===== src/hdl/assert_macros.svh =====
// Assertion macros used by the flow table RTL
`ifndef ASSERT_MACROS_SVH
`define ASSERT_MACROS_SVH

// checked on every clock edge outside reset
`define FPTT_ASSERT(lbl, prop, msg) \
  lbl: assert property (@(posedge clk) disable iff (rst) (prop)) else $error(msg);

// checked on every clock edge, reset included
`define FPTT_ASSERT_ALWAYS(lbl, prop, msg) \
  lbl: assert property (@(posedge clk) (prop)) else $error(msg);

`endif


===== src/hdl/fptt_pkg.sv =====
// Types, constants and widths of the flow pair traffic table
`default_nettype none
package fptt_pkg;

  localparam int TABLE_DEPTH = 256;
  localparam int IDX_W       = $clog2(TABLE_DEPTH);
  localparam int CNT_W       = $clog2(TABLE_DEPTH + 1);
  localparam int RD_CMP_W    = (IDX_W > 8) ? IDX_W : 8;
  localparam int HDR_SHIFT   = 2;   // header fields count 4-byte words

  typedef enum logic [2:0] {
    ST_HIT    = 3'd0,
    ST_NEW    = 3'd1,
    ST_SKIP   = 3'd2,
    ST_FULL   = 3'd3,
    ST_READ   = 3'd4,
    ST_UNUSED = 3'd5
  } status_t;

  typedef struct packed {
    logic        op;
    logic        is_tcp;
    logic [31:0] src_addr;
    logic [31:0] dst_addr;
    logic [15:0] ip_total_len;
    logic [3:0]  ip_header_words;
    logic [3:0]  tcp_offset_words;
    logic [7:0]  read_index;
  } cmd_t;

  typedef struct packed {
    status_t     status;
    logic [7:0]  entry_index;
    logic [31:0] entry_src;
    logic [31:0] entry_dst;
    logic [31:0] entry_packets;
    logic [31:0] entry_volume;
    logic [8:0]  entries_used;
  } res_t;

  // item travelling along the cell row
  typedef struct packed {
    logic             vld;
    logic             op;
    logic             tcp;
    logic [31:0]      src;
    logic [31:0]      dst;
    logic [15:0]      pay;
    logic [7:0]       ridx;
    logic             done;    // some cell has answered
    logic             fresh;   // answer came from a newly claimed slot
    logic [7:0]       idx;
    logic [CNT_W-1:0] count;   // used slots seen so far
    logic [31:0]      esrc;
    logic [31:0]      edst;
    logic [31:0]      pkts;
    logic [31:0]      vol;
  } token_t;

endpackage
`default_nettype wire


===== src/hdl/fptt_out_stage.sv =====
// Result formatting and output register at the end of the cell row
`default_nettype none
module fptt_out_stage
  import fptt_pkg::*;
(
  input  wire logic   clk,
  input  wire logic   rst,
  input  wire token_t tok,
  output logic        advance,
  output logic        res_valid,
  input  wire logic   res_ready,
  output res_t        res
);

  res_t res_next;

  assign advance = !res_valid || res_ready;

  always_comb begin
    res_next              = '0;
    res_next.entries_used = 9'(tok.count);
    if (tok.op) begin
      res_next.entry_index = tok.ridx;
      res_next.status      = tok.done ? ST_READ : ST_UNUSED;
    end else if (!tok.tcp) begin
      res_next.status = ST_SKIP;
    end else if (tok.done) begin
      res_next.status      = tok.fresh ? ST_NEW : ST_HIT;
      res_next.entry_index = tok.idx;
    end else begin
      res_next.status = ST_FULL;
    end
    if (tok.done) begin
      res_next.entry_src     = tok.esrc;
      res_next.entry_dst     = tok.edst;
      res_next.entry_packets = tok.pkts;
      res_next.entry_volume  = tok.vol;
    end
  end

  always_ff @(posedge clk) begin
    if (rst) begin
      res_valid <= 1'b0;
    end else if (advance) begin
      res_valid <= tok.vld;
    end
  end

  always_ff @(posedge clk) begin
    if (advance) begin
      res <= res_next;
    end
  end

endmodule
`default_nettype wire


===== config.mk =====
export PLATFORM = sky130hd
export DESIGN_NAME = fptt_out_stage
export DESIGN_NICKNAME = d
export VERILOG_FILES = /design/src/hdl/assert_macros.svh /design/src/hdl/fptt_pkg.sv /design/src/hdl/fptt_out_stage.sv
export SDC_FILE = /design/constraint.sdc
export NUM_CORES = 1
export LEC_CHECK = 0
export BUFFER_PORTS_ARGS = -buffer_cell sky130_fd_sc_hd__buf_2
export CAP_MARGIN = 25
export CORE_AREA = 2 2 150 152
export CTS_CLUSTER_DIAMETER = 150
export DETAILED_ROUTE_END_ITERATION = 8
export DIE_AREA = 0 0 152 154
export PLACE_DENSITY_LB_ADDON = 0.1
export SYNTH_ARGS = -nofsm -noshare
export SYNTH_HDL_FRONTEND = slang
export SYNTH_SLANG_ARGS = --single-unit

===== constraint.sdc =====
create_clock -name clk -period 4.06 [get_ports clk]
set_clock_uncertainty 0.05 [all_clocks]
set_input_delay 0.203 -clock clk [delete_from_list [all_inputs] [get_ports clk]]
set_output_delay 0.203 -clock clk [all_outputs]
set_load 0.1 [all_outputs]

; ---- Yosys cells after proc, flatten, opt, wreduce, memory -nomap -nowiden
; Cells that the tools add are included.
; W data, S select, Z words.
[op_classes]
addsub = 0
n_reduce_logical = 2
muxes = 7
magnitude_cmp = 0
shifts = 0
eq_ne = 0
div = 0
n_bitwise = 0
mul = 0
[op_table]
columns = cell, count
row1 = $mux W8, 2
row2 = $mux W11, 1
row3 = $mux W3, 1
row4 = $mux W1, 2
row5 = $mux W2, 1
row6 = $logic_not A1 Y1, 1
row7 = $logic_or A1 B1 Y1, 1
[word_totals]
ff_bits = 149
latch_bits = 0
ramBits = 0
mem_count = 0
elab_cells = 17
output_inout_bits = 150
rom_bits = 0
input_bits = 241

; ---- Depth between registers and ports, before layout
; Gate-level depths: netlist of the first run.
[depth]
ltp_word = 4
depth_mapped = 4
mapped_depth_nobuf = 2

; ---- Worst setup path after synthesis of the first run
; OpenSTA, ideal clock, no wires.
[synth_path]
kind = register -> register
start = register res_valid
end = register res[0] (netlist name) (enable)
path_slack_ns = -1.758
path_buffers = 0
path_stages_with_launch = 2
synth_period_minus_slack_ns = 5.818
required_ns = 2.528
setup_ns = 1.482
arrival_time_ns = 4.286
cell_sequence = dfxtp_1 nand2b_1
[synth_between]
elab_chain_len = 2
[synth_lines]
columns = element, line_no
row1 = start: declaration, fptt_out_stage.sv:10  ; output logic res_valid,
row2 = start signal: assignment, fptt_out_stage.sv:45  ; res_valid <= tok.vld;
row3 = $logic_not A1 Y1, fptt_out_stage.sv:17  ; assign advance = !res_valid || res_ready;
row4 = $logic_or A1 B1 Y1, fptt_out_stage.sv:17
row5 = named net advance, fptt_out_stage.sv:9  ; output logic advance,
row6 = end signal: assignment, fptt_out_stage.sv:51  ; res <= res_next;
row7 = end: declaration, fptt_out_stage.sv:12  ; output res_t res
; The timed path passes the listed nets, and every way through them passes these cells.
; A chain may end at the register's enable or synchronous reset.

; ---- Final worst setup path of the first run
[layout_path]
start = register res_valid
end = register res_valid
[layout_between]
elab_chain_len = 2
[layout_lines]
columns = element, line_no
row1 = $logic_not A1 Y1, fptt_out_stage.sv:17
row2 = $logic_or A1 B1 Y1, fptt_out_stage.sv:17
; No other way between the ends.

==> impl_metrics.env, run 1 <==
export IMPL_cp_max_fo=68
export IMPL_wirelength_mm=14.7
export IMPL_drc=0
export IMPL_maxSlewHeadroom_pct=54.9
export IMPL_hp_start="tok[119]"
export IMPL_period_share_pct=52.3
export IMPL_stdcell_count=1020
export IMPL_cts_inserted_buffers=17
export IMPL_worstMarginPinSlew_ns=0.677
export IMPL_crit_chain="nand2b_4 > buf_12 > a21oi_1 > dlygate4sd3_1"
export IMPL_antenna_found_initial=0
export IMPL_final_common_cell="buf_2"
export IMPL_p_leak_nw=4.07
export IMPL_cp_num_cells=4
export IMPL_seq_area_frac_synth_pct=79.9
export IMPL_hold_viol_final=0
export IMPL_diodes=0
export IMPL_layout_common_cells="buf_2 (309), edfxtp_1 (148), and2_1 (128), dlygate4sd3_1 (87), clkbuf_16 (17)"
export IMPL_num_io_pins=391
export IMPL_rr_endpoint="res_valid"
export IMPL_worstPathRequired_ns=4.32
export IMPL_slowest_delay_ns=0.56
export IMPL_grt_first_pass_wirelength_mm=22.4
export IMPL_maxSlewViolCount=0
export IMPL_post_place_cells=900
export IMPL_endpoint_kind="register"
export IMPL_setup_worst_path_start="res_valid"
export IMPL_min_period_ns=2.12
export IMPL_syn_nets=567
export IMPL_wl_per_cell_um=14.4
export IMPL_rrSetupSlack_ns=1.94
export IMPL_finalSetupViolCount=0
export IMPL_slowest_stage="dlygate4sd3_1"
export IMPL_vdd_drop_max_v=0.000264
export IMPL_max_clock_path_buffers=2
export IMPL_cp_start_kind="register"
export IMPL_crit_buf_inv=2
export IMPL_r2r_start="res_valid"
export IMPL_die_area_mm2=0.0234
export IMPL_start_util_pct=25.8
export IMPL_detail_route_antenna_nets=0
export IMPL_finalPower_mw=4.93
export IMPL_crit_family="buffers and inverters"
export IMPL_grtUsageTotal_pct=12.5
export IMPL_htree_levels=4
export IMPL_rsz0062_at_grt="false"
export IMPL_detail_route_vias_per_cell=3.95
export IMPL_vias=4029
export IMPL_hold_path_class="in -> reg"
export IMPL_syn_area_per_cell_um2=17.1
export IMPL_max_clock_freq_ghz=0.471
export IMPL_fp_dieW_um=152
export IMPL_path_clk_slew_ns=0.07
export IMPL_routabilityCongestion=0.737
export IMPL_gr_total_overflow=0
export IMPL_fin_setup_tns_ns=0
export IMPL_worstSetupPathType="reg -> reg"
export IMPL_nets=968
export IMPL_coreArea_mm2=0.0217
export IMPL_cts_tree="yes"
export IMPL_grt_max_degree=139
export IMPL_whs_ns=0.0210
export IMPL_maxCapViolCount=0
export IMPL_stdcell_area_mm2=0.00893
export IMPL_drive_gt1_share_pct=46.4
export IMPL_r2r_cells=4
export IMPL_syn_inst=326
export IMPL_cts_repair_resized=0
export IMPL_clock_latency_ns=0.42
export IMPL_place_area_mm2=0.00735
export IMPL_yosys_warnings=0
export IMPL_powerDensity_mw_per_mm2=553
export IMPL_grt_pass1_vias=4286
export IMPL_hpwl_mm=9.98
export IMPL_drtIter0Drc=159
export IMPL_rows=54
export IMPL_netlist_area_mm2=0.00559
export IMPL_endpoint="res_valid"
export IMPL_clock_sinks=149
export IMPL_synthToLayoutAreaGrowth_pct=59.8
export IMPL_first_pass_iters=4
export IMPL_synth_seq_cells=149
export IMPL_status="finished, final reports clean"
export IMPL_io_buffer_count=310
export IMPL_arrival_ns=2.39
export IMPL_cts_root_buffer="clkbuf_16"
export IMPL_yosysUniqueCellTypes=13
export IMPL_die_h_um=154
[area by class of cell]
| cell class | count | area, µm² |
|---|---|---|
| multi-input cells | 158 | 950 |
| well taps | 280 | 350 |
| fillers | 2079 | 12800 |
| repair buffers | 400 | 2470 |
| flip-flops and latches | 149 | 4460 |
| clock inverters | 12 | 253 |
| inverters | 1 | 3.75 |
| clock buffers | 20 | 437 |
[logic make-up after synthesis]
kind of cell	count (synthesis)	synth area share [%]
DFF	149	79.9
buffers and inverters	19	3.22
and+or+nand+nor	147	15.9
AOI/OAI and AO/OA	11	0.985
[per-layer routing]
metal / wire length (µm) / GRT usage (%)
met3: 1670 / 6.57
met1: 5730 / 13.6
met2: 6980 / 20.3
met5: 0 / 0
met4: 303 / 5.30
[worst min-delay path by stage]
stage          cells past startpoint  slack (ns)         to
6_report                           2        0.02   res[128]
5_1_grt                            2      0.0007    res[86]
4_1_cts                            2      0.0002   res[110]
3_5_place_dp                       2        0.31  res_valid
3_3_place_gp                       2        0.31  res_valid
2_1_floorplan                      1        0.22  res_valid
[cell usage after synthesis]
cell / number / area (µm²)
edfxtp_1: 148 / 4440
dfxtp_1: 1 / 20.0
inv_1: 1 / 3.75
and2_1: 128 / 801
nand3_1: 8 / 40.0
nand2b_1: 2 / 12.5
a21oi_1: 3 / 15.0
buf_6: 13 / 146
o21ai_0: 8 / 40.0
nor2_1: 1 / 3.75
buf_4: 2 / 15.0
buf_2: 3 / 15.0
nand2_1: 8 / 30.0
[per-stage QoR]
step	utilization, %	setup WS, ns
3_3_place_gp	33.9	2.22
5_1_grt	41.2	1.76
4_1_cts	41.1	1.91
2_1_floorplan	-	0.206
6_report	41.2	1.94
3_5_place_dp	33.9	2.21
[sequential cells by signal (all words and copies together) (netlist names)]
name       count
res          148
res_valid      1
[power by group]
group          leakage, nW  internal [mW]  switching, mW
Sequential            1.65           1.82         0.0266
Combinational         2.10          0.222           1.00
Clock                0.329           1.22          0.639
Total                 4.07           3.27           1.67
[timing repair]
item                                   CTS  global route
endpoints found under the hold margin   86             0
setup buffers                            0             0
hold buffers                            87             0
Power figures use the tool's default switching activity.
==> inputs of run 2 (changes only) <==
clock period = 1.88 ns   (was 4.06 ns; I/O delays follow)
==> impl_metrics.env, run 2 (synthesized netlist as in run 1, its figures left out) <==
export IMPL_met2_usage_pct=22.2
export IMPL_grt_pass1_vias=4665
export IMPL_hold_viol_final=0
export IMPL_wl_per_cell_um=14.1
export IMPL_rows=54
export IMPL_first_pass_iters=4
export IMPL_min_period_ns=1.49
export IMPL_drc=0
export IMPL_max_clock_path_buffers=2
export IMPL_regArea_mm2=0.00447
export IMPL_num_io_pins=391
export IMPL_grt_first_pass_wirelength_mm=24.2
export IMPL_crit_family="buffers and inverters"
export IMPL_htree_levels=4
export IMPL_synthToLayoutAreaGrowth_pct=70.3
export IMPL_antenna_found_initial=0
export IMPL_slowest_stage="dlygate4sd3_1"
export IMPL_routabilityCongestion=0.745
export IMPL_io_buffer_count=310
export IMPL_clock_sinks=149
export IMPL_rsz0062_at_grt="false"
export IMPL_diodes=0
export IMPL_start_util_pct=25.8
export IMPL_crit_chain="dlygate4sd3_1 > buf_2 > o21ai_0 > dlygate4sd3_1"
export IMPL_reg_top3="res: 148 flops, res_valid: 1 flops"
export IMPL_max_clock_freq_ghz=0.670
export IMPL_fp_dieW_um=152
export IMPL_grtUsageTotal_pct=13.2
export IMPL_vias=4281
export IMPL_final_common_cell="buf_2"
export IMPL_multi_input_area_um2=950
export IMPL_gr_total_overflow=0
export IMPL_maxSlewViolCount=0
export IMPL_worstPathRequired_ns=2.00
export IMPL_detail_route_vias_per_cell=3.94
export IMPL_cts_inserted_buffers=17
export IMPL_worstSetupPathType="in -> reg"
export IMPL_period_share_pct=79.4
export IMPL_vdd_drop_max_v=0.000567
export IMPL_cts_root_buffer="clkbuf_16"
export IMPL_endpoint_kind="register"
export IMPL_p_leak_nw=4.31
export IMPL_detail_route_antenna_nets=0
export IMPL_met3_usage_pct=6.00
export IMPL_drive_gt1_share_pct=42.6
export IMPL_coreArea_mm2=0.0217
export IMPL_nFillCells=2055
export IMPL_finalSetupViolCount=0
export IMPL_finish_utilization_pct=43.9
export IMPL_die_h_um=154
export IMPL_nets=1035
export IMPL_cp_start_kind="primary input"
export IMPL_arrival_ns=1.61
export IMPL_hold_path_class="in -> reg"
export IMPL_largest_reg_flops=148
export IMPL_worstMarginPinSlew_ns=0.537
export IMPL_clock_latency_ns=0.41
export IMPL_status="finished, final reports clean"
export IMPL_finalPower_mw=10.2
export IMPL_layout_common_cells="buf_2 (309), dlygate4sd3_1 (153), edfxtp_1 (148), and2_1 (128), clkbuf_16 (17)"
export IMPL_slowest_delay_ns=0.57
export IMPL_cts_tree="yes"
export IMPL_drtIter0Drc=168
export IMPL_wirelength_mm=15.4
export IMPL_maxCapViolCount=0
export IMPL_cp_max_fo=20
export IMPL_grt_max_degree=95
export IMPL_path_clk_slew_ns=0.07
export IMPL_hpwl_mm=10.4
export IMPL_cp_common_cell="dlygate4sd3_1"
export IMPL_crit_buf_inv=3
export IMPL_die_area_mm2=0.0234
export IMPL_powerDensity_mw_per_mm2=1070
export IMPL_busiest_layer="met2"
export IMPL_cts_setup_buffers=0
export IMPL_maxSlewHeadroom_pct=64.2
export IMPL_use_met1_pct=15.0
export IMPL_top_register="res"
[run 2: changes by cell type in the layout (fill, tap and decap cells not counted), sizes merged]
| cell | before | now |
|---|---|---|
| dlygate4sd3 | 87 | 153 |
| bufinv | 7 | 3 |
| clkinvlp | 1 | 3 |
| buf | 313 | 314 |
| clkinv | 2 | 3 |
| inv | 3 | 4 |
[run 2: metal layers]
layer / part of all wire [%] / wire [µm] / up-vias
met5: 0 / 0 / -
met4: 1.3 / 192 / 0
met3: 9.3 / 1430 / 14
met2: 49 / 7580 / 198
met1: 40 / 6160 / 1988
li1: - / - / 2081
[run 2: path summary, 6_finish.rpt]
kind         startpoint        to  slack [ns]  cells after the start
max reg2reg   res_valid  res[113]        0.50                      2
min reg2reg   res_valid   res[11]        0.54                      1
max            tok[236]  res[141]        0.39                      4
min            tok[139]  res[139]        0.04                      3
[run 2: report_power, final]
part	total, mW	internal [mW]	switching, mW
Clock	3.45	2.09	1.35
Sequential	4.00	3.94	0.0614
Combinational	2.76	0.575	2.19
[run 2: layout make-up]
cell class | instances | share of cell area [%]
Sequential cell | 149 | 47.0
Inverter | 1 | 0.0395
Clock inverter | 12 | 1.60
Tap cell | 280 | 3.68
Timing Repair Buffer | 467 | 33.1
Multi-Input combinational cell | 158 | 9.98
Clock buffer | 20 | 4.59
[run 2: stage by stage]
stage / setup TNS [ns] / cells / setup slack [ns] / instance area [µm²] / hold WS, ns
floorplan: -45.27 / 326 / -0.304 / 5600 / 0.103
global placement: 0 / 902 / 0.552 / 7390 / 0.194
detailed placement: 0 / 902 / 0.539 / 7390 / 0.193
CTS: 0 / 1087 / 0.394 / 9510 / 0.0113
global route: 0 / 1087 / 0.342 / 9510 / 0.0216
finish: 0 / 1087 / 0.388 / 9510 / 0.0366
[run 2: timing repair]
action	CTS	global route
resized for setup	0	0
setup endpoints to repair	0	0
endpoints found under the hold margin	149	0
hold buffers	153	0
[run 2: worst register-to-register path, stage by stage (launching register included)]
cell and delay, ns:
dfxtp_4 0.35, nand2b_4 0.11, buf_12 0.39
