===== config.mk =====
export PLATFORM = sky130hd
export DESIGN_NAME = fptt_cell
export DESIGN_NICKNAME = d
export VERILOG_FILES = /design/src/hdl/assert_macros.svh /design/src/hdl/fptt_pkg.sv /design/src/hdl/fptt_cell.sv
export SDC_FILE = /design/constraint.sdc
export NUM_CORES = 1
export LEC_CHECK = 0
export BUFFER_PORTS_ARGS = -buffer_cell sky130_fd_sc_hd__buf_2
export CELL_PAD_IN_SITES_DETAIL_PLACEMENT = 1
export CELL_PAD_IN_SITES_GLOBAL_PLACEMENT = 2
export CORE_AREA = 2 2 340 174
export CTS_CLUSTER_DIAMETER = 200
export DETAILED_ROUTE_END_ITERATION = 12
export DIE_AREA = 0 0 342 176
export PLACE_DENSITY_LB_ADDON = 0.12
export SYNTH_ARGS = -nofsm -noshare
export SYNTH_HDL_FRONTEND = slang
export SYNTH_SLANG_ARGS = --single-unit

===== constraint.sdc =====
create_clock -name clk -period 12.6 [get_ports clk]
set_clock_uncertainty 0.05 [all_clocks]
set_input_delay 1.26 -clock clk [delete_from_list [all_inputs] [get_ports clk]]
set_output_delay 1.26 -clock clk [all_outputs]
set_load 0.02 [all_outputs]

===== src/hdl/assert_macros.svh =====
// Assertion macros used by the flow table RTL
`ifndef ASSERT_MACROS_SVH
`define ASSERT_MACROS_SVH

// checked on every clock edge outside reset
`define FPTT_ASSERT(lbl, prop, msg) \
  lbl: assert property (@(posedge clk) disable iff (rst) (prop)) else $error(msg);

// checked on every clock edge, reset included
`define FPTT_ASSERT_ALWAYS(lbl, prop, msg) \
  lbl: assert property (@(posedge clk) (prop)) else $error(msg);

`endif


===== src/hdl/fptt_pkg.sv =====
// Types, constants and widths of the flow pair traffic table
`default_nettype none
package fptt_pkg;

  localparam int TABLE_DEPTH = 256;
  localparam int IDX_W       = $clog2(TABLE_DEPTH);
  localparam int CNT_W       = $clog2(TABLE_DEPTH + 1);
  localparam int RD_CMP_W    = (IDX_W > 8) ? IDX_W : 8;
  localparam int HDR_SHIFT   = 2;   // header fields count 4-byte words

  typedef enum logic [2:0] {
    ST_HIT    = 3'd0,
    ST_NEW    = 3'd1,
    ST_SKIP   = 3'd2,
    ST_FULL   = 3'd3,
    ST_READ   = 3'd4,
    ST_UNUSED = 3'd5
  } status_t;

  typedef struct packed {
    logic        op;
    logic        is_tcp;
    logic [31:0] src_addr;
    logic [31:0] dst_addr;
    logic [15:0] ip_total_len;
    logic [3:0]  ip_header_words;
    logic [3:0]  tcp_offset_words;
    logic [7:0]  read_index;
  } cmd_t;

  typedef struct packed {
    status_t     status;
    logic [7:0]  entry_index;
    logic [31:0] entry_src;
    logic [31:0] entry_dst;
    logic [31:0] entry_packets;
    logic [31:0] entry_volume;
    logic [8:0]  entries_used;
  } res_t;

  // item travelling along the cell row
  typedef struct packed {
    logic             vld;
    logic             op;
    logic             tcp;
    logic [31:0]      src;
    logic [31:0]      dst;
    logic [15:0]      pay;
    logic [7:0]       ridx;
    logic             done;    // some cell has answered
    logic             fresh;   // answer came from a newly claimed slot
    logic [7:0]       idx;
    logic [CNT_W-1:0] count;   // used slots seen so far
    logic [31:0]      esrc;
    logic [31:0]      edst;
    logic [31:0]      pkts;
    logic [31:0]      vol;
  } token_t;

endpackage
`default_nettype wire


===== src/hdl/fptt_cell.sv =====
// One table slot plus its pipeline register in the cell row
`default_nettype none
module fptt_cell
  import fptt_pkg::*;
(
  input  wire logic             clk,
  input  wire logic             rst,
  input  wire logic             advance,
  input  wire logic [IDX_W-1:0] cell_idx,
  input  wire token_t           tok_in,
  output token_t                tok_out,
  output logic                  used
);

  logic        used_next;
  logic [31:0] src, src_next;
  logic [31:0] dst, dst_next;
  logic [31:0] pkts, pkts_next;
  logic [31:0] vol, vol_next;
  logic        acct, hit, claim, rd;
  token_t      tok_next;

  assign acct  = tok_in.vld && !tok_in.op && tok_in.tcp && !tok_in.done;
  assign hit   = acct && used && (src == tok_in.src) && (dst == tok_in.dst);
  assign claim = acct && !used;
  assign rd    = tok_in.vld && tok_in.op && used &&
                 (RD_CMP_W'(cell_idx) == RD_CMP_W'(tok_in.ridx));

  always_comb begin
    used_next = used;
    src_next  = src;
    dst_next  = dst;
    pkts_next = pkts;
    vol_next  = vol;
    tok_next  = tok_in;
    if (hit) begin
      pkts_next = pkts + 32'd1;
      vol_next  = vol + 32'(tok_in.pay);
    end
    if (claim) begin
      used_next = 1'b1;
      src_next  = tok_in.src;
      dst_next  = tok_in.dst;
      pkts_next = 32'd1;
      vol_next  = 32'(tok_in.pay);
    end
    if (used_next) begin
      tok_next.count = tok_in.count + 1'b1;
    end
    if (hit || claim || rd) begin
      tok_next.done  = 1'b1;
      tok_next.fresh = claim;
      tok_next.idx   = 8'(cell_idx);
      tok_next.esrc  = src_next;
      tok_next.edst  = dst_next;
      tok_next.pkts  = pkts_next;
      tok_next.vol   = vol_next;
    end
  end

  always_ff @(posedge clk) begin
    if (rst) begin
      used        <= 1'b0;
      tok_out.vld <= 1'b0;
    end else if (advance) begin
      used    <= used_next;
      tok_out <= tok_next;
    end
  end

  // slot contents: written only when claimed or hit
  always_ff @(posedge clk) begin
    if (advance) begin
      src  <= src_next;
      dst  <= dst_next;
      pkts <= pkts_next;
      vol  <= vol_next;
    end
  end

endmodule
`default_nettype wire


### Yosys cells after proc, flatten, opt, wreduce, memory -nomap -nowiden

Cells that the tools add are included.

| storage, ports and cells | value |
|---|---|
| register bits | 367 |
| bits in latches | 0 |
| memory bits (writable) | 0 |
| bits in read-only memories | 0 |
| input bits | 249 |
| output and inout bits | 239 |
| word-level logic and storage cells | 53 |
| memories kept | 0 |

| operators by class | value |
|---|---|
| $add $sub $neg | 3 |
| $mul | 0 |
| divide/modulo/power cells | 0 |
| order comparisons | 0 |
| eq/ne operators | 3 |
| shift operators | 0 |
| muxes and demuxes | 10 |
| bitwise gates (word level) | 1 |
| reductions and logical operators | 16 |

Operator list:

| operator | count |
|---|---|
| $mux 32 | 6 |
| $mux 128 | 1 |
| $eq 32x32->1 | 2 |
| $add 32x1->32 const B | 1 |
| $add 32x16->32 | 1 |
| $mux 9 | 2 |
| $logic_and 1x1->1 | 10 |
| $add 9x1->9 const B | 1 |
| $eq 8x8->1 | 1 |
| $logic_not 1->1 | 3 |
| $logic_or 1x1->1 | 2 |
| $reduce_and 2->1 | 1 |
| $mux 1 | 1 |
| $not 1->1 | 1 |

### Logic depth before layout (Yosys ltp)

Gate-level depths: netlist of run 1.

| logic depth | value |
|---|---|
| word-level depth | 10 |
| mapped depth | 11 |
| depth with buffers taken out | 10 |

### Worst setup path after synthesis of run 1

Ideal clock, no wire load.

| path | value |
|---|---|
| path type | input-to-reg |
| from | input rst |
| to | register tok_out[0] (netlist bit) (enable) |
| setup time | 0.871 ns |
| arrival time | 11.742 ns |
| required time | 11.679 ns |
| slack | -0.063 ns |
| stages | 1 |
| path buffers | 0 |
| path through | nor2b_1 |

| on the way | value |
|---|---|
| word-level cells in the longest chain between the ends | 2 |

Ends and longest elaborated chain:

| element | line | RTL |
|---|---|---|
| start: declaration | fptt_cell.sv:7 | `input wire logic rst,` |
| $not 1->1 (no line) | n/a |  |
| $reduce_and 2->1 (no line) | n/a |  |
| end signal: assignment | fptt_cell.sv:67 | `tok_out <= tok_next;` |
| end: declaration | fptt_cell.sv:11 | `output token_t tok_out,` |

Every way passes these cells.
A chain may end at the register's enable or synchronous reset.

==> impl_summary.log, run 1 <==
[metrics] distinct cell type count of the synthesized netlist: 67
[metrics] Crit. End Element: flip-flop
[metrics] Synth top cells by count: 365 x edfxtp_1, 316 x nand2_1, 100 x xnor2_1
[metrics] via/cell ratio: 4.76
[metrics] RD Place Congestion: 0.788
[metrics] worst reg-to-reg path cell count: 9
[metrics] YS warnings: 0
[metrics] drt wl/cell: 21.3 um
[metrics] worst flop-to-flop path startpoint: dst[2]
[metrics] count of mapped cells out of synthesis: 1452
[metrics] clock tree from TritonCTS: built
[metrics] total number of placement rows: 62
[metrics] number of hold buffers added after cts: 0
[metrics] Power per Cell Area: 136 mW/mm2
[metrics] met2 Usage GRT: 35.7%
[metrics] multi-input gate area in the final layout: 0.00624 mm2
[metrics] area added between synthesis and finish: 25.8%
[metrics] area of the mapped netlist: 0.0175 mm2
[metrics] max-slew headroom at the worst pin: 27.7%
[metrics] endpoint of the lowest-slack register-to-register path: tok_out[90]
[metrics] number of stages on the worst setup path: 10
[metrics] hpwl dp: 42100 um
[metrics] DRC violation total after the first TritonRoute iteration: 628
[metrics] final period demand of the worst path: 4670 ps
[metrics] global-route total usage across every layer: 18.9%
[metrics] antenna violations before repair: 6
[metrics] share of the core filled with cells: 38.8%
[metrics] FMAX: 214 MHz
[metrics] cell with the biggest individual delay on the critical path: buf_4
[metrics] cell with the most instances after synthesis: edfxtp_1
[metrics] Via Count: 13000
[metrics] share of the synthesized area in the top cell type: 62.5%
[metrics] cell type with the highest occurrence count on the critical path: buf_4
[metrics] EDFF count, synth: 365
[metrics] number of inserted filler cells in the final layout: 6298
[metrics] endpoint of the most critical setup path: tok_out[90]
[metrics] primary flip-flop cell chosen by synthesis mapping: edfxtp_1
[metrics] clock-pin slew on the worst setup and hold paths: 60 ps
[metrics] category of the worst setup path launch point: primary input
[metrics] placeable core region: 0.0569 mm2
[metrics] Worst EP required: 12860 ps
[metrics] RSZ-0062 raised after global routing: false
[metrics] aggregate routed wire length: 58300 um
[metrics] total I/O pin count: 488
[metrics] Root Buffer Master: clkbuf_16
[metrics] fraction of layout cells with a size suffix above 1: 33.9%
[metrics] type of the worst setup path: in -> reg
[metrics] number of maximum-capacitance constraint violations: 0
[metrics] met1 routing resource usage after global routing: 22.2%
[metrics] TritonRoute pass-1 iters: 4
[metrics] met3 track demand over resource in global routing: 3.32%
[metrics] worst skew pair latency: 560 ps
[metrics] CP Data Arrival Time: 4930 ps
[metrics] syn_area_per_cell: 12.1 um2
[metrics] slew of the pin with the lowest slew margin: 1080 ps
[metrics] via count of the first global-routing pass: 13800
[metrics] count of input and output buffers: 487
[metrics] Net count, final: 2199
[metrics] total buffers and inverters traversed by the critical path: 3
[metrics] worst-case vdd ir drop: 0.0000824 V
[metrics] number of sinks driven by the clock tree: 367
[metrics] number of endpoints with negative hold slack in the final report: 0
[metrics] register area: 0.0110 mm2
[metrics] starting density of the core: 30.8%
[metrics] #FFs+latches synth: 367
[metrics] cells along the critical path: buf_2 -> xnor2_1 -> nand4_1 -> nor4_2 -> nand4_2 -> or2_2 -> buf_4 -> nand3_4 -> buf_4 -> mux2_2
[metrics] DRC violation count after routing: 0
[metrics] total congestion overflow after global routing: 0
[metrics] leakage power of the design: 8.61 nW
[metrics] H-tree depth: 2
[metrics] largest stage delay on the critical path: 610 ps
[metrics] routing layer with the top usage in global route: met2
[metrics] share of synthesized flip-flops with an asynchronous set or reset: 0%
[metrics] maximum number of buffers from clock root to sink: 3
[metrics] total clock buffers created by CTS: 39
[metrics] die height: 176 um
[metrics] final period utilization: 37.1%
[metrics] ranking of synthesized cells by area: edfxtp_1 62%, nand2_1 6.8%, xnor2_1 5.0%, mux2_2 4.4%, nor2_1 2.0%
[metrics] die width: 342 um
[metrics] die area: 0.0602 mm2
[metrics] type of the worst min-delay path: reg -> reg
[metrics] result of the run: completed
[metrics] family with the most delay on the worst path: simple AND/OR/NAND/NOR gates
[metrics] maximum fanout along the worst path: 43
[metrics] count of nets left with antenna violations after detail routing: 0
[metrics] share of the yosys chip area belonging to registers: 62.7%
[metrics] wire length of the first global-routing pass: 86000 um
[metrics] number of max-slew violations in the final report: 0
[metrics] Net Count, Synth: 1720
[metrics] pin count of the biggest net entering global routing: 87
[metrics] number of setup buffers added after CTS: 0
[metrics] number of setup violations in the final report: 0
[metrics] worst setup path startpoint: tok_in[173]
[metrics] cell accounting for the most synthesized area: edfxtp_1
[metrics] cts repair resizes: 0
[metrics] total negative slack for setup checks: 0 ps
[metrics] minimum setup slack among reg-to-reg paths: 8310 ps
==> cells by family after synthesis <==
family	count (synthesis)	synth area share [%]
xor+xnor	121	6.04
fa+ha+maj	19	1.40
buf+inv	80	1.98
simple gates	601	16.3
compound gates	189	6.83
mux	75	4.79
flops	367	62.7
==> where the power goes <==
| group | internal [mW] | switching [mW] |
|---|---|---|
| clock | 0.639 | 0.518 |
| sequential | 1.44 | 0.0356 |
| combinational | 0.138 | 0.242 |
| total | 2.21 | 0.795 |
==> worst min-delay path: cells and delay by family (launching register included) <==
kind / cells / cell delay [ps]
multiplexers: 1 / 70
AND/OR/NAND/NOR: 1 / 70
flip-flops: 1 / 330
==> metal layers <==
metal	wire length, um	vias up	part of all wire, %
met5	13	-	0.022
met4	1170	2	2.0
met3	2030	71	3.5
met2	31600	207	54
met1	23500	6451	40
li1	-	6284	-
==> stage by stage <==
stage	hold WS, ps	instances	total power, mW	setup slack, ps	area (um2)
2_1_floorplan	498	1452	1.72	4680	17500
3_3_place_gp	432	2658	1.88	7320	20800
3_5_place_dp	449	2658	1.89	7240	20800
4_1_cts	464	2728	3.06	7840	22100
5_1_grt	488	2732	3.14	7680	22100
6_report	454	2733	3.01	7930	22100
==> worst min-delay path by stage <==
| stage | start | endpoint | slack [ps] | depth (start not counted) |
|---|---|---|---|---|
| final | tok_out[237] | tok_out[237] | 450 | 2 |
| after global routing | tok_out[237] | tok_out[237] | 490 | 2 |
| after CTS | tok_out[237] | tok_out[237] | 460 | 2 |
| after detailed placement | tok_out[237] | tok_out[237] | 450 | 2 |
| after global placement | tok_out[237] | tok_out[237] | 430 | 2 |
| after floorplan | src[14] | src[14] | 500 | 2 |
==> area by class of cell <==
| type | count | area share [%] |
|---|---|---|
| clock inverters | 25 | 0.998 |
| diodes | 5 | 0.0567 |
| well taps | 768 | 4.35 |
| inverters | 14 | 0.238 |
| multi-input cells | 1005 | 28.3 |
| repair buffers | 504 | 11.7 |
| flip-flops and latches | 367 | 49.9 |
| clock buffers | 45 | 4.57 |
==> flip-flops by register name (all words and copies together), names as in the netlist <==
| name | cells |
|---|---|
| tok_out | 238 |
| dst | 32 |
| pkts | 32 |
| src | 32 |
| vol | 32 |
| used | 1 |
==> placed cells by master (no fill, tap or decap), types with 9 or more instances in the layout <==
cell type / instances
ha_1: 18
inv_1: 14
buf_4: 17
a21o_1: 14
xnor2_1: 100
a21oi_1: 47
nand2b_1: 23
nor4_1: 13
o21ai_0: 44
nand2_1: 316
clkbuf_16: 39
clkinv_1: 9
a211oi_1: 12
nand4_1: 44
nand3_1: 30
nor3_1: 20
xor2_1: 21
edfxtp_1: 365
mux2_2: 68
a31oi_1: 11
nor2_1: 89
buf_2: 486
Note: power is estimated with default switching activity, not from simulation.
==> run 2: changes to the inputs <==
--- a/config.mk
+++ b/config.mk
@@ -5,13 +5,14 @@
 export SDC_FILE = /design/constraint.sdc
 export NUM_CORES = 1
 export LEC_CHECK = 0
+export ABC_AREA = 1
 export BUFFER_PORTS_ARGS = -buffer_cell sky130_fd_sc_hd__buf_2
 export CELL_PAD_IN_SITES_DETAIL_PLACEMENT = 1
 export CELL_PAD_IN_SITES_GLOBAL_PLACEMENT = 2
-export CORE_AREA = 2 2 340 174
+export CORE_AREA = 2 2 356 182
 export CTS_CLUSTER_DIAMETER = 200
 export DETAILED_ROUTE_END_ITERATION = 12
-export DIE_AREA = 0 0 342 176
+export DIE_AREA = 0 0 358 184
 export PLACE_DENSITY_LB_ADDON = 0.12
 export SYNTH_ARGS = -nofsm -noshare
 export SYNTH_HDL_FRONTEND = slang
==> constraint.sdc (replaced) <==
create_clock -name clk -period 4.35 [get_ports clk]
set_clock_uncertainty 0.05 [all_clocks]
set_input_delay 0.435 -clock clk [delete_from_list [all_inputs] [get_ports clk]]
set_output_delay 0.435 -clock clk [all_outputs]
set_load 0.02 [all_outputs]
==> run 2 against run 1 <==
Register-to-register slack got worse by 7600 ps. Critical path depth rose by 2. Sequential power grew to 2.9 times the previous value. Count of clock-buffer cells in the layout rose by 4. Total power rose to 3.0 times the previous value. Sequential share of layout area decreased by 3.9 points. Synthesized area up 9.7%. Final cell count up 32%. Hold slack got worse by 420 ps. Synthesized cell count increased by 56%. Largest cell class unchanged.
==> impl_summary.log, run 2 <==
[metrics] FMAX: 272 MHz
[metrics] post-route setup slack: 667 ps (-7260 ps)
[metrics] share of synthesized flip-flops with an asynchronous set or reset: 0% (unchanged)
[metrics] Power per Cell Area: 372 mW/mm2 (+170%)
[metrics] primary flip-flop cell chosen by synthesis mapping: edfxtp_1
[metrics] RD Place Congestion: 0.850 (+7.8%)
[metrics] cts repair resizes: 0 (unchanged)
[metrics] fraction of layout cells with a size suffix above 1: 21.4% (-12 points)
[metrics] slew of the pin with the lowest slew margin: 967 ps (-117 ps)
[metrics] maximum fanout along the worst path: 30 (-30%)
[metrics] #FFs+latches synth: 367 (unchanged)
[metrics] die height: 184 um (+4.5%)
[metrics] Min Hold Slack: 37.1 ps (-417 ps)
[metrics] worst-case vdd ir drop: 0.000213 V (+160%)
[metrics] cell with the most instances after synthesis: nand2_1
[metrics] number of hold buffers added after cts: 5 (+5)
[metrics] cell with the biggest individual delay on the critical path: nand3_2
[metrics] Worst EP required: 4590 ps (-8270 ps)
[metrics] cell accounting for the most synthesized area: edfxtp_1
[metrics] number of max-slew violations in the final report: 0 (unchanged)
[metrics] starting density of the core: 30.8% (about the same)
[metrics] maximum number of buffers from clock root to sink: 3 (unchanged)
[metrics] total I/O pin count: 488 (unchanged)
[metrics] worst skew pair latency: 560 ps (about the same)
[metrics] cell area after placement: 0.0227 mm2 (+8.8%)
[metrics] max-slew headroom at the worst pin: 35.1% (+7.3 points)
[metrics] highest-count cells in the layout ignoring fill and taps: 1021 x nand2_1, 486 x buf_2, 365 x edfxtp_1
[metrics] TritonRoute pass-1 iters: 5 (+1)
[metrics] number of endpoints with negative hold slack in the final report: 0 (unchanged)
[metrics] final period demand of the worst path: 3680 ps
[metrics] CP Data Arrival Time: 3920 ps (-1010 ps)
[metrics] flip-flop count of the largest register, all copies and words added: 238 (unchanged)
[metrics] DRC violation total after the first TritonRoute iteration: 1191 (+90%)
[metrics] Net count, final: 3003 (+37%)
[metrics] Root Buffer Master: clkbuf_16
[metrics] number of setup violations in the final report: 0 (unchanged)
[metrics] total number of placement rows: 65 (+4.8%)
[metrics] pin count of the biggest net entering global routing: 135 (+55%)
[metrics] final period utilization: 84.7%
[metrics] type of the worst min-delay path: in -> reg
[metrics] commonest non-fill, non-tap cell in the layout: nand2_1
[metrics] count of nets left with antenna violations after detail routing: 0 (unchanged)
[metrics] share of the synthesized area in the top cell type: 57.0% (-5.5 points)
[metrics] syn_area_per_cell: 8.52 um2 (-29%)
[metrics] category of the worst setup path launch point: flip-flop
[metrics] via/cell ratio: 4.71 (-1.1%)
[metrics] die width: 358 um (+4.7%)
[metrics] RSZ-0062 raised after global routing: false
[metrics] total clock buffers created by CTS: 39 (unchanged)
[metrics] DRC violation count after routing: 0 (unchanged)
[metrics] YS warnings: 0 (unchanged)
[metrics] hpwl dp: 53900 um (+28%)
[metrics] count of input and output buffers: 487 (unchanged)
[metrics] total congestion overflow after global routing: 0 (unchanged)
[metrics] most flop-heavy register: tok_out
[metrics] wire length of the first global-routing pass: 107000 um (+24%)
[metrics] distinct cell type count of the synthesized netlist: 32 (-52%)
[metrics] global-route total usage across every layer: 21.4% (+2.5 points)
[metrics] H-tree depth: 2 (unchanged)
[metrics] drt wl/cell: 19.9 um (-7.0%)
[metrics] number of maximum-capacitance constraint violations: 0 (unchanged)
[metrics] die area: 0.0659 mm2 (+9.4%)
[metrics] area of the mapped netlist: 0.0192 mm2 (+9.7%)
[metrics] share of the core filled with cells: 38.4% (-0.40 points)
[metrics] clock tree from TritonCTS: built
[metrics] leakage power of the design: 11.2 nW (+30%)
[metrics] Synth top cells by count: 1021 x nand2_1, 365 x edfxtp_1, 204 x inv_1
[metrics] cell type with the highest occurrence count on the critical path: nand2_1
[metrics] largest stage delay on the critical path: 690 ps (+80 ps)
[metrics] Layout Cell Area excl Fill: 0.0240 mm2 (+8.6%)
[metrics] Crit. End Element: flip-flop
[metrics] Net Count, Synth: 2526 (+47%)
[metrics] EDFF count, synth: 365 (unchanged)
[metrics] cells along the critical path: xor2_1 -> nor2_1 -> nand2_1 -> nor2_1 -> nand2_1 -> nor2_4 -> nand3_2 -> buf_4 -> nand2_1 -> nand2_1 -> nand3_1 -> nand2_1
[metrics] area added between synthesis and finish: 24.5%
[metrics] count of mapped cells out of synthesis: 2258 (+56%)
[metrics] number of setup buffers added after CTS: 0 (unchanged)
[metrics] type of the worst setup path: reg -> reg
[metrics] via count of the first global-routing pass: 17300 (+26%)
[metrics] clock-pin slew on the worst setup and hold paths: 70 ps (about the same)
[metrics] share of the yosys chip area belonging to registers: 57.2% (-5.5 points)
[metrics] ranking of synthesized cells by area: edfxtp_1 57%, nand2_1 20%, inv_1 4.0%, nand3_1 3.4%, nor2_1 3.0%
[metrics] Via Count: 17000 (+30%)
[metrics] total negative slack for setup checks: 0 ps (unchanged)
[metrics] placeable core region: 0.0625 mm2 (+9.7%)
[metrics] worst setup slack before clock tree synthesis: 516 ps (-6730 ps)
[metrics] result of the run: completed
[metrics] aggregate routed wire length: 71500 um (+23%)
[metrics] antenna violations before repair: 2 (-4)
[metrics] number of sinks driven by the clock tree: 367 (unchanged)
## run 2: worst paths after layout
path | start | to | slack [ps] | cells after the start
max reg2reg | dst[28] | tok_out[34] | 670 | 12
min | tok_in[148] | tok_out[148] | 40 | 1
min reg2reg | tok_out[237] | tok_out[237] | 460 | 2
max | dst[28] | tok_out[34] | 670 | 12
## run 2: metrics by stage
step | cells | total power [mW]
after floorplan | 2258 | 5.01
after global placement | 3526 | 5.54
after detailed placement | 3526 | 5.57
after CTS | 3599 | 9.05
after global routing | 3600 | 9.32
final | 3601 | 8.92
## run 2: critical path: cells and delay by family (launching register included)
family,cells,cell delay [ps]
XOR/XNOR,1,180
buffers and inverters,1,480
flip-flops,1,410
AND/OR/NAND/NOR,10,2270
## run 2: per-layer routing
| layer | vias up | routed length [um] | GRT usage [%] |
|---|---|---|---|
| met2 | 348 | 31000 | 32.7 |
| met5 | - | 11 | 0 |
| met1 | 8270 | 35600 | 31.8 |
| li1 | 8288 | - | - |
| met4 | 2 | 914 | 3.25 |
| met3 | 60 | 3930 | 4.09 |
## run 2: final cells by class
cell class	instances	area, um2
diodes	2	5.00
flip-flops and latches	367	11000
repair buffers	510	2700
fillers	7547	38500
clock inverters	19	219
clock buffers	49	1020
multi-input cells	1611	7160
inverters	206	791
well taps	837	1050
## run 2: report_power, final
part	total [mW]	switching (mW)	internal (mW)
logic	1.25	0.854	0.394
clock network	3.42	1.51	1.91
registers	4.25	0.101	4.15
## run 2: cells by family (layout without fill, tap and decap cells)
logic type	count (synthesis)	after routing	share of synthesized area [%]
adder cells (fa/ha/maj)	19	19	1.27
XOR/XNOR	54	54	2.46
buffers and inverters	280	784	5.74
AO/OA/AOI/OAI	100	100	2.64
flip-flops	367	367	57.2
AND/OR/NAND/NOR	1438	1438	30.7
other	0	2	0
==> run 3: changes to the inputs <==
--- a/config.mk
+++ b/config.mk
@@ -5,14 +5,14 @@
 export SDC_FILE = /design/constraint.sdc
 export NUM_CORES = 1
 export LEC_CHECK = 0
-export ABC_AREA = 1
+export ABC_AREA = 0
 export BUFFER_PORTS_ARGS = -buffer_cell sky130_fd_sc_hd__buf_2
 export CELL_PAD_IN_SITES_DETAIL_PLACEMENT = 1
 export CELL_PAD_IN_SITES_GLOBAL_PLACEMENT = 2
-export CORE_AREA = 2 2 356 182
+export CORE_AREA = 2 2 325 166
 export CTS_CLUSTER_DIAMETER = 200
 export DETAILED_ROUTE_END_ITERATION = 12
-export DIE_AREA = 0 0 358 184
+export DIE_AREA = 0 0 327 168
 export PLACE_DENSITY_LB_ADDON = 0.12
 export SYNTH_ARGS = -nofsm -noshare
 export SYNTH_HDL_FRONTEND = slang
==> constraint.sdc (replaced) <==
create_clock -name clk -period 3.45 [get_ports clk]
set_clock_uncertainty 0.05 [all_clocks]
set_input_delay 0.345 -clock clk [delete_from_list [all_inputs] [get_ports clk]]
set_output_delay 0.345 -clock clk [all_outputs]
set_load 0.02 [all_outputs]
==> run 3 against run 2 <==
Cell area is 0.87% lower. Sequential cell count stayed put. Critical endpoint is now tok_out[16]. Count of clock-buffer cells in the layout is 4 lower. Setup slack got worse by 510 ps. Die area down 17%. Critical path depth is the same. Hold slack worse by 13 ps. Largest power group unchanged. Sequential power grew 27%. Core utilization increased by 6.8 points.
==> impl_summary.log, run 3 (synthesis results as in run 1) <==
[metrics] total number of placement rows: 60 (-7.7%)
[metrics] number of setup violations in the final report: 0 (unchanged)
[metrics] worst flop-to-flop path startpoint: dst[29]
[metrics] maximum number of buffers from clock root to sink: 3 (unchanged)
[metrics] H-tree depth: 2 (unchanged)
[metrics] starting density of the core: 33.3% (+2.5 points)
[metrics] Root Buffer Master: clkbuf_16
[metrics] number of maximum-capacitance constraint violations: 0 (unchanged)
[metrics] Power per Cell Area: 476 mW/mm2 (+28%)
[metrics] final period utilization: 95.6%
[metrics] Via Count: 14200 (-17%)
[metrics] slew of the pin with the lowest slew margin: 1250 ps (+285 ps)
[metrics] share of the core filled with cells: 45.1% (+6.8 points)
[metrics] TritonRoute pass-1 iters: 5 (unchanged)
[metrics] die height: 168 um (-8.7%)
[metrics] CP Data Arrival Time: 3650 ps (-270 ps)
[metrics] final period demand of the worst path: 3300 ps
[metrics] DRC violation total after the first TritonRoute iteration: 911 (-24%)
[metrics] wire length of the first global-routing pass: 94400 um (-12%)
[metrics] DRC violation count after routing: 0 (unchanged)
[metrics] type of the worst setup path: in -> reg
[metrics] number of endpoints with negative hold slack in the final report: 0 (unchanged)
[metrics] type of the worst min-delay path: in -> reg
[metrics] count of input and output buffers: 487 (unchanged)
[metrics] clock-pin slew on the worst setup and hold paths: 60 ps (about the same)
[metrics] fraction of layout cells with a size suffix above 1: 33.4% (+12 points)
[metrics] total congestion overflow after global routing: 0 (unchanged)
[metrics] result of the run: completed
[metrics] pin count of the biggest net entering global routing: 142 (+5.2%)
[metrics] category of the worst setup path launch point: primary input
[metrics] number of cells after detailed placement: 2650 (-25%)
[metrics] Worst EP required: 3800 ps (-790 ps)
[metrics] RSZ-0062 raised after global routing: false
[metrics] flip-flop count of the largest register, all copies and words added: 238 (unchanged)
[metrics] number of max-slew violations in the final report: 0 (unchanged)
[metrics] worst setup path startpoint: tok_in[229]
[metrics] highest-count cells in the layout ignoring fill and taps: 486 x buf_2, 365 x edfxtp_1, 316 x nand2_1
[metrics] number of sinks driven by the clock tree: 367 (unchanged)
[metrics] leakage power of the design: 9.40 nW (-16%)
[metrics] total I/O pin count: 488 (unchanged)
[metrics] Layout Cells excl Fill: 2845 (-21%)
[metrics] Power, Total: 11.3 mW (+27%)
[metrics] via/cell ratio: 4.98 (+5.6%)
[metrics] placeable core region: 0.0526 mm2 (-16%)
[metrics] commonest non-fill, non-tap cell in the layout: buf_2
[metrics] count of nets left with antenna violations after detail routing: 0 (unchanged)
[metrics] drt wl/cell: 22.5 um (+13%)
[metrics] area added between synthesis and finish: 35.4%
[metrics] antenna violations before repair: 4 (+2)
[metrics] hpwl dp: 46500 um (-14%)
[metrics] clock tree from TritonCTS: built
[metrics] max-slew headroom at the worst pin: 16.5% (-19 points)
[metrics] launch point of the worst hold path: tok_in[44]
[metrics] maximum fanout along the worst path: 18 (-40%)
[metrics] RD Place Congestion: 0.835 (-1.7%)
[metrics] global-route total usage across every layer: 22.8% (+1.4 points)
[metrics] via count of the first global-routing pass: 14700 (-15%)
[metrics] Crit. End Element: flip-flop
[metrics] worst skew pair latency: 570 ps (about the same)
[metrics] total clock buffers created by CTS: 38 (-2.6%)
[metrics] aggregate routed wire length: 64000 um (-10%)
[metrics] die width: 327 um (-8.7%)
[metrics] most flop-heavy register: tok_out
[metrics] die area: 0.0549 mm2 (-17%)
[metrics] Net count, final: 2365 (-21%)
[metrics] FMAX: 303 MHz
[metrics] worst-case vdd ir drop: 0.000348 V (+63%)
-- run 3: cell types whose count changed in the layout (fill, tap and decap cells not counted), moves of 24 or more --
cell,delta
dlygate4sd3_1,+115
xnor2_1,+91
nand3_1,-101
mux2_2,+68
buf_4,+38
nand2_1,-705
nor2_1,-61
inv_1,-189
xor2_1,-24
-- run 3: stage by stage --
stage / area [um2] / worst slack (ps) / hold slack, ps / setup TNS (ps)
5_1_grt: 23700 / 7.73 / 5.85 / 0
2_1_floorplan: 17600 / -925 / 367 / -219230
3_3_place_gp: 21300 / 136 / 431 / 0
3_5_place_dp: 21300 / 125 / 436 / 0
4_1_cts: 23700 / 112 / 0.218 / 0
6_report: 23700 / 153 / 23.6 / 0
-- run 3: final timing paths --
path | end | slack [ps] | cells after the start
max | tok_out[16] | 150 | 12
max reg2reg | tok_out[16] | 260 | 10
min | tok_out[44] | 20 | 3
min reg2reg | tok_out[237] | 450 | 2
-- run 3: critical path, cell delays in order --
cell and delay, ps:
dlygate4sd3_1 550, buf_2 170, nand2b_1 170, nand3_1 240, nor4b_1 740, nand4_1 250, or2_1 300, buf_12 170
buf_4 210, nor3_1 250, a21oi_1 70, a21oi_1 180
-- run 3: area by class of cell --
class,instances,area [um2]
Clock inverter,23,259
Tap cell,713,892
Clock buffer,45,977
Inverter,14,52.6
Timing Repair Buffer,671,4300
Multi-Input combinational cell,1005,6250
Fill cell,5762,28900
Sequential cell,367,11000
Antenna cell,7,17.5
-- run 3: where the power goes --
part	total [mW]	switching, mW	leakage (nW)	internal, mW
Clock	4.30	1.88	0.598	2.42
Combinational	1.61	0.972	5.31	0.640
Sequential	5.39	0.140	3.50	5.25
-- run 3: metal layers --
metal  share of wire, %  vias up  track usage (%)
met5                  0        -                0
met4                1.8        0             5.01
met3                5.0       72             4.35
met1                 49     7097             33.6
li1                   -     6622                -
met2                 44      369             34.6
-- run 3: timing repair --
| action | in CTS | in global routing |
|---|---|---|
| setup buffers | 0 | 0 |
| gates resized for setup | 0 | 1 |
| hold buffers | 120 | 0 |
| setup endpoints to repair | 0 | 1 |
| hold endpoints to repair | 119 | 0 |
